`config.mk`:
```
export PLATFORM = sky130hd
export DESIGN_NAME = integer_to_ascii_dec_hex_top
export DESIGN_NICKNAME = d
export VERILOG_FILES = /design/src/rtl/i2a_pkg.sv /design/src/rtl/i2a_dpath.sv /design/src/rtl/i2a_ctrl.sv /design/src/rtl/integer_to_ascii_dec_hex_top.sv
export SDC_FILE = /design/constraint.sdc
export NUM_CORES = 1
export LEC_CHECK = 0
export BUFFER_PORTS_ARGS = -buffer_cell sky130_fd_sc_hd__buf_2
export CAP_MARGIN = 20
export CORE_ASPECT_RATIO = 0.5
export CORE_MARGIN = 3
export CORE_UTILIZATION = 50
export DETAILED_ROUTE_END_ITERATION = 8
export HOLD_SLACK_MARGIN = 0.08
export PLACE_DENSITY = 0.8
export SLEW_MARGIN = 20
export SYNTH_ARGS = -nofsm -noshare
export SYNTH_HDL_FRONTEND = slang
export SYNTH_HIERARCHICAL = 1
export SYNTH_SLANG_ARGS = --single-unit
```
`constraint.sdc`:
```
create_clock -name aclk -period 2.7 [get_ports aclk]
set_input_delay 0.675 -clock aclk [delete_from_list [all_inputs] [get_ports aclk]]
set_output_delay 0.675 -clock aclk [all_outputs]
set_load 0.01 [all_outputs]
```
`src/rtl/i2a_pkg.sv`:
```
// Shared types, constants and helper functions for the integer-to-ASCII converter.
package i2a_pkg;

    // Format kinds carried on the input transfer
    localparam logic [1:0] KIND_SIGNED = 2'd0;
    localparam logic [1:0] KIND_HEX    = 2'd1;

    // ASCII codes used by the character generator
    localparam logic [7:0] CHAR_ZERO  = 8'h30;
    localparam logic [7:0] CHAR_A     = 8'h61;
    localparam logic [7:0] CHAR_MINUS = 8'h2d;

    // Input transfer payload
    typedef struct packed {
        logic [1:0]  kind;
        logic [31:0] value;
    } in_item_t;

    // Result transfer payload
    typedef struct packed {
        logic [7:0] character;
        logic       last;
    } out_item_t;

    // Controller states
    typedef enum logic [2:0] {
        ST_IDLE,
        ST_SIGN,
        ST_CONV,
        ST_SKIP,
        ST_EMIT
    } state_t;

    // Commands from controller to datapath
    typedef struct packed {
        logic load;
        logic conv_step;
        logic skip_step;
        logic push_sign;
        logic push_digit;
    } dp_cmd_t;

    // Status from datapath to controller
    typedef struct packed {
        logic neg;
        logic hex;
        logic conv_last;
        logic lead_zero;
        logic last_digit;
        logic out_free;
    } dp_stat_t;

    // Map a digit value 0..15 to its lowercase ASCII character
    function automatic logic [7:0] digit_char(input logic [3:0] d);
        logic [7:0] c;
        if (d < 4'd10) begin
            c = CHAR_ZERO + {4'b0000, d};
        end else begin
            c = CHAR_A + {4'b0000, d} - 8'd10;
        end
        return c;
    endfunction

endpackage

```
`src/rtl/i2a_dpath.sv`:
```
// Datapath: magnitude and digit registers, bit-serial BCD conversion, output register.
module i2a_dpath #(
    parameter int VALUE_BITS = 32
) (
    input  logic                aclk,
    input  logic                aresetn,
    input  i2a_pkg::in_item_t   s_data,
    input  i2a_pkg::dp_cmd_t    cmd,
    output i2a_pkg::dp_stat_t   stat,
    input  logic                m_ready,
    output logic                m_valid,
    output i2a_pkg::out_item_t  m_data
);

    localparam int NDIG = (VALUE_BITS * 30103) / 100000 + 1;
    localparam int HDIG = (VALUE_BITS + 3) / 4;
    localparam int DW   = NDIG * 4;
    localparam int HW   = HDIG * 4;
    localparam int CW   = $clog2(VALUE_BITS);
    localparam int RW   = $clog2(NDIG + 1);

    logic [VALUE_BITS-1:0] mag_reg, mag_next;
    logic [DW-1:0]         dig_reg, dig_next;
    logic [CW-1:0]         bit_cnt_reg, bit_cnt_next;
    logic [RW-1:0]         rem_reg, rem_next;
    logic                  neg_reg, neg_next;
    logic                  hex_reg, hex_next;
    logic                  out_valid_reg, out_valid_next;
    logic [7:0]            out_char_reg, out_char_next;
    logic                  out_last_reg, out_last_next;

    logic [VALUE_BITS-1:0] in_val;
    logic [VALUE_BITS-1:0] in_mag;
    logic                  in_neg;
    logic [HW-1:0]         hex_pad;
    logic [DW-1:0]         dig_adj;
    logic [3:0]            top_digit;

    // Decode the incoming value: sign, magnitude, hex nibbles zero-padded to whole nibbles
    always_comb begin
        in_val  = s_data.value[VALUE_BITS-1:0];
        in_neg  = (s_data.kind == i2a_pkg::KIND_SIGNED) && in_val[VALUE_BITS-1];
        in_mag  = in_neg ? ((~in_val) + {{(VALUE_BITS-1){1'b0}}, 1'b1}) : in_val;
        hex_pad = HW'(in_val);
    end

    // Add 3 to every BCD digit of 5 or more before the next shift
    always_comb begin
        for (int i = 0; i < NDIG; i++) begin
            dig_adj[i*4 +: 4] = (dig_reg[i*4 +: 4] >= 4'd5) ?
                                (dig_reg[i*4 +: 4] + 4'd3) : dig_reg[i*4 +: 4];
        end
        top_digit = dig_reg[DW-1 -: 4];
    end

    // Next values of the working registers
    always_comb begin
        mag_next     = mag_reg;
        dig_next     = dig_reg;
        bit_cnt_next = bit_cnt_reg;
        rem_next     = rem_reg;
        neg_next     = neg_reg;
        hex_next     = hex_reg;
        if (cmd.load) begin
            mag_next     = in_mag;
            neg_next     = in_neg;
            hex_next     = (s_data.kind == i2a_pkg::KIND_HEX);
            bit_cnt_next = '0;
            if (s_data.kind == i2a_pkg::KIND_HEX) begin
                dig_next = DW'(hex_pad) << (DW - HW);
                rem_next = RW'(HDIG);
            end else begin
                dig_next = '0;
                rem_next = RW'(NDIG);
            end
        end else if (cmd.conv_step) begin
            dig_next     = {dig_adj[DW-2:0], mag_reg[VALUE_BITS-1]};
            mag_next     = {mag_reg[VALUE_BITS-2:0], 1'b0};
            bit_cnt_next = bit_cnt_reg + 1'b1;
        end else if (cmd.skip_step || cmd.push_digit) begin
            dig_next = {dig_reg[DW-5:0], 4'b0000};
            rem_next = rem_reg - 1'b1;
        end
    end

    // Output register: drop on transfer, fill on push
    always_comb begin
        out_valid_next = out_valid_reg && !m_ready;
        out_char_next  = out_char_reg;
        out_last_next  = out_last_reg;
        if (cmd.push_sign) begin
            out_valid_next = 1'b1;
            out_char_next  = i2a_pkg::CHAR_MINUS;
            out_last_next  = 1'b0;
        end else if (cmd.push_digit) begin
            out_valid_next = 1'b1;
            out_char_next  = i2a_pkg::digit_char(top_digit);
            out_last_next  = (rem_reg == RW'(1));
        end
    end

    // Control state
    always_ff @(posedge aclk) begin
        if (!aresetn) begin
            out_valid_reg <= 1'b0;
        end else begin
            out_valid_reg <= out_valid_next;
        end
    end

    // Payload state
    always_ff @(posedge aclk) begin
        mag_reg      <= mag_next;
        dig_reg      <= dig_next;
        bit_cnt_reg  <= bit_cnt_next;
        rem_reg      <= rem_next;
        neg_reg      <= neg_next;
        hex_reg      <= hex_next;
        out_char_reg <= out_char_next;
        out_last_reg <= out_last_next;
    end

    // Status back to the controller
    always_comb begin
        stat.neg        = neg_reg;
        stat.hex        = hex_reg;
        stat.conv_last  = (bit_cnt_reg == CW'(VALUE_BITS - 1));
        stat.lead_zero  = (top_digit == 4'd0) && (rem_reg > RW'(1));
        stat.last_digit = (rem_reg == RW'(1));
        stat.out_free   = !out_valid_reg || m_ready;
    end

    assign m_valid = out_valid_reg;
    assign m_data  = '{character: out_char_reg, last: out_last_reg};

endmodule

```
`src/rtl/i2a_ctrl.sv`:
```
// Controller: sequences load, sign, conversion, leading-zero skip and character emission.
module i2a_ctrl (
    input  logic               aclk,
    input  logic               aresetn,
    input  logic               s_valid,
    output logic               s_ready,
    input  i2a_pkg::dp_stat_t  stat,
    output i2a_pkg::dp_cmd_t   cmd
);

    i2a_pkg::state_t state_reg, state_next;

    // Next state
    always_comb begin
        state_next = state_reg;
        case (state_reg)
            i2a_pkg::ST_IDLE: begin
                if (s_valid) begin
                    state_next = i2a_pkg::ST_SIGN;
                end
            end
            i2a_pkg::ST_SIGN: begin
                if (!stat.neg) begin
                    state_next = stat.hex ? i2a_pkg::ST_SKIP : i2a_pkg::ST_CONV;
                end else if (stat.out_free) begin
                    state_next = i2a_pkg::ST_CONV;
                end
            end
            i2a_pkg::ST_CONV: begin
                if (stat.conv_last) begin
                    state_next = i2a_pkg::ST_SKIP;
                end
            end
            i2a_pkg::ST_SKIP: begin
                if (!stat.lead_zero) begin
                    state_next = i2a_pkg::ST_EMIT;
                end
            end
            i2a_pkg::ST_EMIT: begin
                if (stat.out_free && stat.last_digit) begin
                    state_next = i2a_pkg::ST_IDLE;
                end
            end
            default: begin
                state_next = i2a_pkg::ST_IDLE;
            end
        endcase
    end

    // Outputs
    always_comb begin
        s_ready        = 1'b0;
        cmd            = '0;
        case (state_reg)
            i2a_pkg::ST_IDLE: begin
                s_ready  = 1'b1;
                cmd.load = s_valid;
            end
            i2a_pkg::ST_SIGN: begin
                cmd.push_sign = stat.neg && stat.out_free;
            end
            i2a_pkg::ST_CONV: begin
                cmd.conv_step = 1'b1;
            end
            i2a_pkg::ST_SKIP: begin
                cmd.skip_step = stat.lead_zero;
            end
            i2a_pkg::ST_EMIT: begin
                cmd.push_digit = stat.out_free;
            end
            default: begin
                s_ready = 1'b0;
            end
        endcase
    end

    // State register
    always_ff @(posedge aclk) begin
        if (!aresetn) begin
            state_reg <= i2a_pkg::ST_IDLE;
        end else begin
            state_reg <= state_next;
        end
    end

endmodule

```
`src/rtl/integer_to_ascii_dec_hex_top.sv`:
```
// Top level of the integer-to-ASCII converter: controller, datapath and checks.
// Converts one value at a time to ASCII text, one character per result transfer, most
// significant digit first, with last set on the final character. Kind 0 is signed decimal
// (a leading '-' for negative values), kind 1 is lowercase hex of the raw bit pattern, any
// other kind is unsigned decimal; zero prints as a single '0'. Only the low VALUE_BITS bits
// of value are used (VALUE_BITS from 8 to 32). A decimal item first runs the shift-and-add-3
// BCD loop, which consumes one input bit per cycle, then skips leading zeros and emits its
// digits; a hex item skips that loop. A minus sign does not lengthen an item, but the block
// waits whenever it has a character to push while the previous one is not yet taken.
// A new item is accepted once the last character of the previous one sits in the output
// register.
module integer_to_ascii_dec_hex_top #(
    parameter int VALUE_BITS = 32
) (
    input  logic                aclk,
    input  logic                aresetn,
    input  logic                s_valid,
    output logic                s_ready,
    input  i2a_pkg::in_item_t   s_data,
    output logic                m_valid,
    input  logic                m_ready,
    output i2a_pkg::out_item_t  m_data
);

    i2a_pkg::dp_cmd_t  cmd;
    i2a_pkg::dp_stat_t stat;

    // Sequence the work of one item
    i2a_ctrl u_ctrl (
        .aclk    (aclk),
        .aresetn (aresetn),
        .s_valid (s_valid),
        .s_ready (s_ready),
        .stat    (stat),
        .cmd     (cmd)
    );

    // Hold the value, convert it and present characters
    i2a_dpath #(
        .VALUE_BITS (VALUE_BITS)
    ) u_dpath (
        .aclk    (aclk),
        .aresetn (aresetn),
        .s_data  (s_data),
        .cmd     (cmd),
        .stat    (stat),
        .m_ready (m_ready),
        .m_valid (m_valid),
        .m_data  (m_data)
    );

    // The block is busy right after taking an input transfer
    a_busy_after_load: assert property (@(posedge aclk) disable iff (!aresetn)
        (s_valid && s_ready) |=> !s_ready)
        else $error("input accepted while previous item still in progress");

    // A minus sign is never the final character
    a_sign_not_last: assert property (@(posedge aclk) disable iff (!aresetn)
        (m_valid && (m_data.character == i2a_pkg::CHAR_MINUS)) |-> !m_data.last)
        else $error("minus sign marked as last character");

    // While a non-final character waits, the item is not finished
    a_no_accept_mid_item: assert property (@(posedge aclk) disable iff (!aresetn)
        (m_valid && !m_data.last) |-> !s_ready)
        else $error("input ready before the current item is fully emitted");

endmodule

```
==> reports/results.txt, run 1 <==
Clock transition at path regs: 0.07 ns
Net Switching: 0.00329 W
Largest net degree at the start of global routing: 66
Max FFs per register: 40
Initial antenna violation count: 0
Crit. End Element: register
Num Clock Sinks: 95
CTS tree: yes
VDD IR max: 563 µV
Area leader, netlist: edfxtp_1
Leakage: 2.65 nW
Share of cells above drive strength 1: 14.1%
Pre-CTS setup slack: 0.155 ns
Die height: 84.4 µm
Via/cell ratio: 5.97
Depth of the most critical reg-to-reg path: 6
Die area: 13800 µm²
Post-synth top flop: edfxtp_1
Core Region: 11500 µm²
Min cycle time layout: 2.23 ns
Worst slew pin tran: 0.529 ns
Final Cycle Share: 82.6%
Unrepaired setup endpoints after global routing: no
Synth-to-Final Area Change: 12.5%
Required time of the critical path: 2.79 ns
Post-DP HPWL: 9790 µm
Power share of the combinational group: 44.6%
Total number of vias: 5089
1st-pass router iterations: 5
Final count of negative-setup-slack endpoints: 0
Post-Syn Nets: 717
Ant diodes: 0
FFs w/ async S/R, synth: 0%
Reg2reg end: u_dpath/mag_reg[3]
Setup tns final: 0 ns
I/O Pins: 49
Postcts setup bufs: 0
Synthesis-stage register bit count: 95
Placed Instances: 836
R2R setup slack: 0.47 ns
Clock share of power: 17.4%
WL/cell: 16.9 µm
Initial drt markers: 548
Total CTS buffers: 9
Congestion Overflow GR: 0
Post-CTS sizing: 0
Synth top area share: 38.1%
Critical path fanouts, max: 48
Critical Path Stages: 6
Max Cap Viol: 0
Vias in the first global route: 4763
Max incr delay on CP: 0.47 ns
Power Density: 1210 nW/µm²
Status: complete, no violations
Kind of critical path: reg -> reg
Synth cell types: 57
Slew Limit Headroom: 64.6%
Total number of yosys warnings: 6
Drt total wl: 14400 µm
Root Buffer: clkbuf_16
Fin worst setup slack: 0.470 ns
Arr. time, crit path: 2.32 ns
# rows: 27
GP Congestion: 0.908
Sequential share of the synthesized area: 43.6%
Setup crit end: u_dpath/mag_reg[3]
Number of synthesized flops with an enable pin: 78
Sequential power share: 38.0%
Cts-stage hold buffer count: 0
Design internal power: 0.00507 W
PortBufs: 47
Final Hold Viols: 0
Synthesized area: 6150 µm²
Worst skew pair latency: 0.35 ns
Total GRT Usage: 21.4%
Syn Inst Count: 654
Setup crit start kind: register
CTS H-Tree Depth: 3
Fmax achieved: 0.448 GHz
Fin nets: 751
Initial Util: 53.6%
CP max-delay cell: buf_4
Crit-path leading delay family: simple AND/OR/NAND/NOR gates
Synth top area cells: edfxtp_1 (38%), mux2i_1 (6.2%), dfxtp_1 (5.5%)
Crit. Startpoint: u_ctrl/state_reg[0]
First-pass GRT wire length: 23800 µm
Post-Syn Area per Cell: 9.41 µm²
Remaining DRCs: 0
Worst R2R Start: u_ctrl/state_reg[0]
Remaining antenna violation count after routing: 0
Max Root-Sink Buffers: 2
Crit path cell chain: nor3_1 -> and2_4 -> buf_4 -> nor2b_1 -> a221oi_1 -> a31oi_1
HP Class: reg -> reg
Fin cells: 852
Buf+Inv Stages, Crit Path: 1
Pins Over Slew Limit: 0
Switch share: 39.4%
Die width: 163 µm
Worst-case clock skew: 0.0111 ns
## layout make-up
| type | instances | area (µm²) |
|---|---|---|
| timing repair buffer | 60 | 358 |
| clock buffer | 14 | 339 |
| multi-input combinational | 483 | 3180 |
| sequential | 95 | 2680 |
| inverter | 39 | 150 |
| tap | 159 | 199 |
| clock inverter | 2 | 17.5 |
| fill | 963 | 4560 |
## worst min path at each step
stage | from | end | slack [ns] | cells after the start
4_1_cts | u_dpath/out_char_reg[5] | u_dpath/out_char_reg[5] | 0.45 | 1
6_report | u_dpath/out_char_reg[5] | u_dpath/out_char_reg[5] | 0.44 | 1
2_1_floorplan | u_dpath/out_last_reg | u_dpath/out_last_reg | 0.46 | 2
3_3_place_gp | u_dpath/out_char_reg[5] | u_dpath/out_char_reg[5] | 0.42 | 1
3_5_place_dp | u_dpath/out_char_reg[5] | u_dpath/out_char_reg[5] | 0.42 | 1
5_1_grt | u_dpath/out_char_reg[5] | u_dpath/out_char_reg[5] | 0.46 | 1
## synthesized netlist by cell type, types with 3 or more instances
cell type,count
a31oi_1,13
xnor2_1,20
buf_1,10
and2_1,3
a31o_2,4
o21ai_0,36
a211o_1,4
nor3b_1,13
a21oi_1,63
buf_4,5
or3_1,3
clkbuf_1,20
nor3_1,13
a21o_1,6
nand2b_1,12
ha_1,25
a211oi_1,19
mux2i_1,38
and3_1,3
dfxtp_1,17
nor4_4,3
a311oi_1,3
nand3_1,14
inv_1,39
a22oi_1,9
nor2b_1,15
o211ai_1,9
edfxtp_1,78
nor2_1,61
nand2_1,51
o21bai_1,5
nor4_1,3
xor2_1,3
## cells by family (layout without fill, tap and decap cells)
| group | count (synthesis) | in the layout | synth area share, % |
|---|---|---|---|
| AO/OA/AOI/OAI | 188 | 188 | 19.4 |
| XOR/XNOR | 23 | 23 | 3.27 |
| adder cells (fa/ha/maj) | 25 | 25 | 5.08 |
| buffers and inverters | 76 | 115 | 4.98 |
| flip-flops | 95 | 95 | 43.6 |
| multiplexers | 38 | 38 | 6.18 |
| other | 1 | 1 | 0.0609 |
| AND/OR/NAND/NOR | 208 | 208 | 17.5 |
## metal layers
layer  vias up  track usage (%)  part of all wire, %
met5         -                0                    0
met4         0             4.91                 0.88
met3        17             4.09                  7.0
met2       205             32.0                   44
met1      2408             32.2                   48
li1       2459                -                    -
## placed cells by master (no fill, tap or decap), types with 14 or more instances in the layout
master and n:
a211oi_1 19, a21oi_1 63, buf_2 47, dfxtp_1 17
edfxtp_1 78, ha_1 25, inv_1 38, mux2i_1 38
nand2_1 50, nand3_1 14, nor2_1 60, nor2b_1 14
o21ai_0 36, xnor2_1 20
## power by group through the flow
stage	clock, W	sequential (W)	combinational [W]
after detailed placement	0	0.00319	0.00364
after global routing	0.00155	0.00327	0.00419
after CTS	0.00149	0.00317	0.00370
after global placement	0	0.00316	0.00351
after floorplan	0	0.00303	0.00285
final	0.00146	0.00318	0.00373
## stage by stage
step                hold WS (ns)  util [%]  total power (W)  instance area [µm²]
CTS                        0.446      60.3          0.00835                 6930
detailed placement         0.425      57.2          0.00683                 6570
global placement           0.421      57.2          0.00668                 6570
floorplan                  0.462         -          0.00587                 6160
finish                     0.443      60.3          0.00836                 6930
global route               0.461      60.3          0.00902                 6930
Note: power is estimated with default switching activity, not from simulation.
==> inputs of run 2 (changes only) <==
Settings changed: PLACE_DENSITY 0.8 to 0.77.
Clock period 2.7 ns to 2.2 ns, I/O delays scaled along.
==> reports/results.txt, run 2 (synthesis gave the netlist of run 1 again) <==
Status: complete, no violations
Total CTS buffers: 9 (unchanged)
Final Cycle Share: 93.3% (+11 points)
Share of cells above drive strength 1: 18.1% (+4.0 points)
Worst skew pair latency: 0.35 ns (about the same)
Fin worst setup slack: 0.148 ns (-0.322 ns)
Worst R2R Start: u_dpath/rem_reg[0]
# rows: 27 (unchanged)
Cts-stage hold buffer count: 0 (unchanged)
Fmax achieved: 0.487 GHz (+8.7%)
Slew Limit Headroom: 65.9% (+1.3 points)
Post-DP HPWL: 10300 µm (+5.5%)
Fillers: 953 (-1.0%)
PortBufs: 47 (unchanged)
Num Clock Sinks: 95 (unchanged)
Die width: 163 µm (unchanged)
Leading cell types in the layout, fill and taps excluded: edfxtp_1 (78), a21oi_1 (63), nor2_1 (59)
Congestion Overflow GR: 0 (unchanged)
Most common cell after layout, fill and taps aside: edfxtp_1
Final count of negative-setup-slack endpoints: 0 (unchanged)
CTS tree: yes
Total number of vias: 5118 (+0.57%)
Post-CTS sizing: 0 (unchanged)
Pre-CTS setup slack: -0.149 ns (-0.304 ns)
Final Power: 0.0104 W (+25%)
First-pass GRT wire length: 23700 µm (-0.26%)
Clock transition at path regs: 0.07 ns (about the same)
Initial Util: 53.6% (unchanged)
Setup crit end: u_dpath/dig_reg[38]
Unrepaired setup endpoints after global routing: no
Largest net degree at the start of global routing: 41 (-38%)
Initial drt markers: 518 (-5.5%)
Core Region: 11500 µm² (unchanged)
Die height: 84.4 µm (unchanged)
R2R setup slack: 0.15 ns (-0.32 ns)
Remaining DRCs: 0 (unchanged)
Final Hold Viols: 0 (unchanged)
Vias in the first global route: 4790 (+0.57%)
Hold slack: 0.445 ns (+0.00289 ns)
Die area: 13800 µm² (unchanged)
Remaining antenna violation count after routing: 0 (unchanged)
Kind of critical path: reg -> reg
Postcts setup bufs: 0 (unchanged)
Required time of the critical path: 2.30 ns (-0.49 ns)
Initial antenna violation count: 0 (unchanged)
Fin nets: 782 (+4.1%)
Crit. End Element: register
1st-pass router iterations: 5 (unchanged)
Setup crit start kind: register
Leakage: 2.83 nW (+6.6%)
Worst slew pin tran: 0.510 ns (-0.0188 ns)
Total GRT Usage: 21.4% (-0.043 points)
Via/cell ratio: 5.80 (-3.0%)
Crit. Startpoint: u_dpath/rem_reg[0]
Design area: 7230 µm² (+4.4%)
Reg2reg end: u_dpath/dig_reg[38]
Max FFs per register: 40 (unchanged)
Power Density: 1440 nW/µm² (+20%)
Depth of the most critical reg-to-reg path: 8 (+2)
Max Root-Sink Buffers: 2 (unchanged)
Placement Cell Area: 6870 µm² (+4.6%)
Min cycle time layout: 2.05 ns (-0.178 ns)
Drt total wl: 14300 µm (-0.82%)
WL/cell: 16.2 µm (-4.3%)
Ant diodes: 0 (unchanged)
Worst-case clock skew: 0.00599 ns (-0.00514 ns)
GP Congestion: 0.840 (-7.6%)
I/O Pins: 49 (unchanged)
CTS H-Tree Depth: 3 (unchanged)
Max Cap Viol: 0 (unchanged)
Root Buffer: clkbuf_16
Synth-to-Final Area Change: 17.5%
HP Class: reg -> reg
VDD IR max: 785 µV (+39%)
Arr. time, crit path: 2.15 ns (-0.17 ns)
Critical path fanouts, max: 12 (-75%)
Pins Over Slew Limit: 0 (unchanged)
-- run 2: cell types whose count changed in the layout (fill, tap and decap cells not counted) --
cell,change
nor3_1,-1
nand2_4,+1
nor2_4,+1
nand2_2,-1
nor3_2,+1
nor2_1,-1
buf_12,+4
buf_4,+27
clkbuf_8,+1
inv_8,-1
-- run 2: metal layers --
metal | vias to the layer above | share of wire (%) | global-route usage (%) | wire [µm]
met5 | - | 0 | 0 | 0
met4 | 0 | 0.85 | 4.22 | 121
met3 | 13 | 8.1 | 5.27 | 1160
met2 | 194 | 43 | 32.0 | 6110
met1 | 2400 | 48 | 31.6 | 6880
li1 | 2511 | - | - | -
-- run 2: area by class of cell --
cell class	count	area (µm²)	area share (%)
clock buffer	15	353	4.88
clock inverter	1	6.26	0.0866
inverter	39	150	2.08
multi-input combinational	483	3200	44.2
sequential	95	2680	37.1
tap	159	199	2.75
timing repair buffer	91	641	8.86
-- run 2: worst min path at each step --
stage                             from                      end  slack (ns)  cells after the start
6_report       u_dpath/out_char_reg[5]  u_dpath/out_char_reg[5]        0.45                      1
5_1_grt        u_dpath/out_char_reg[5]  u_dpath/out_char_reg[5]        0.46                      1
4_1_cts        u_dpath/out_char_reg[5]  u_dpath/out_char_reg[5]        0.45                      1
3_5_place_dp   u_dpath/out_char_reg[5]  u_dpath/out_char_reg[5]        0.43                      1
3_3_place_gp   u_dpath/out_char_reg[5]  u_dpath/out_char_reg[5]        0.42                      1
2_1_floorplan     u_dpath/out_last_reg     u_dpath/out_last_reg        0.46                      2
-- run 2: stage by stage --
stage                     utilization [%]  setup TNS [ns]  cells
after floorplan                         -               0    654
after global placement               59.8           -1.22    867
after detailed placement             59.8           -1.65    867
after CTS                            62.9               0    883
after global routing                 62.9               0    883
final                                62.9               0    883
-- run 2: where the power goes --
part	total, W	switching, W	internal [W]
clock network	0.00180	0.000690	0.00111
logic	0.00477	0.00274	0.00204
registers	0.00387	0.000597	0.00328
total	0.0104	0.00402	0.00642
-- run 2: worst max-delay path, stage by stage, from the launching register on --
cell and delay (ns):
edfxtp_1 0.44, inv_1 0.10, ha_1 0.19, nor2_1 0.05, o311a_1 0.29, and3_1 0.16
nor2_1 0.27, nand2_4 0.09, buf_4 0.20
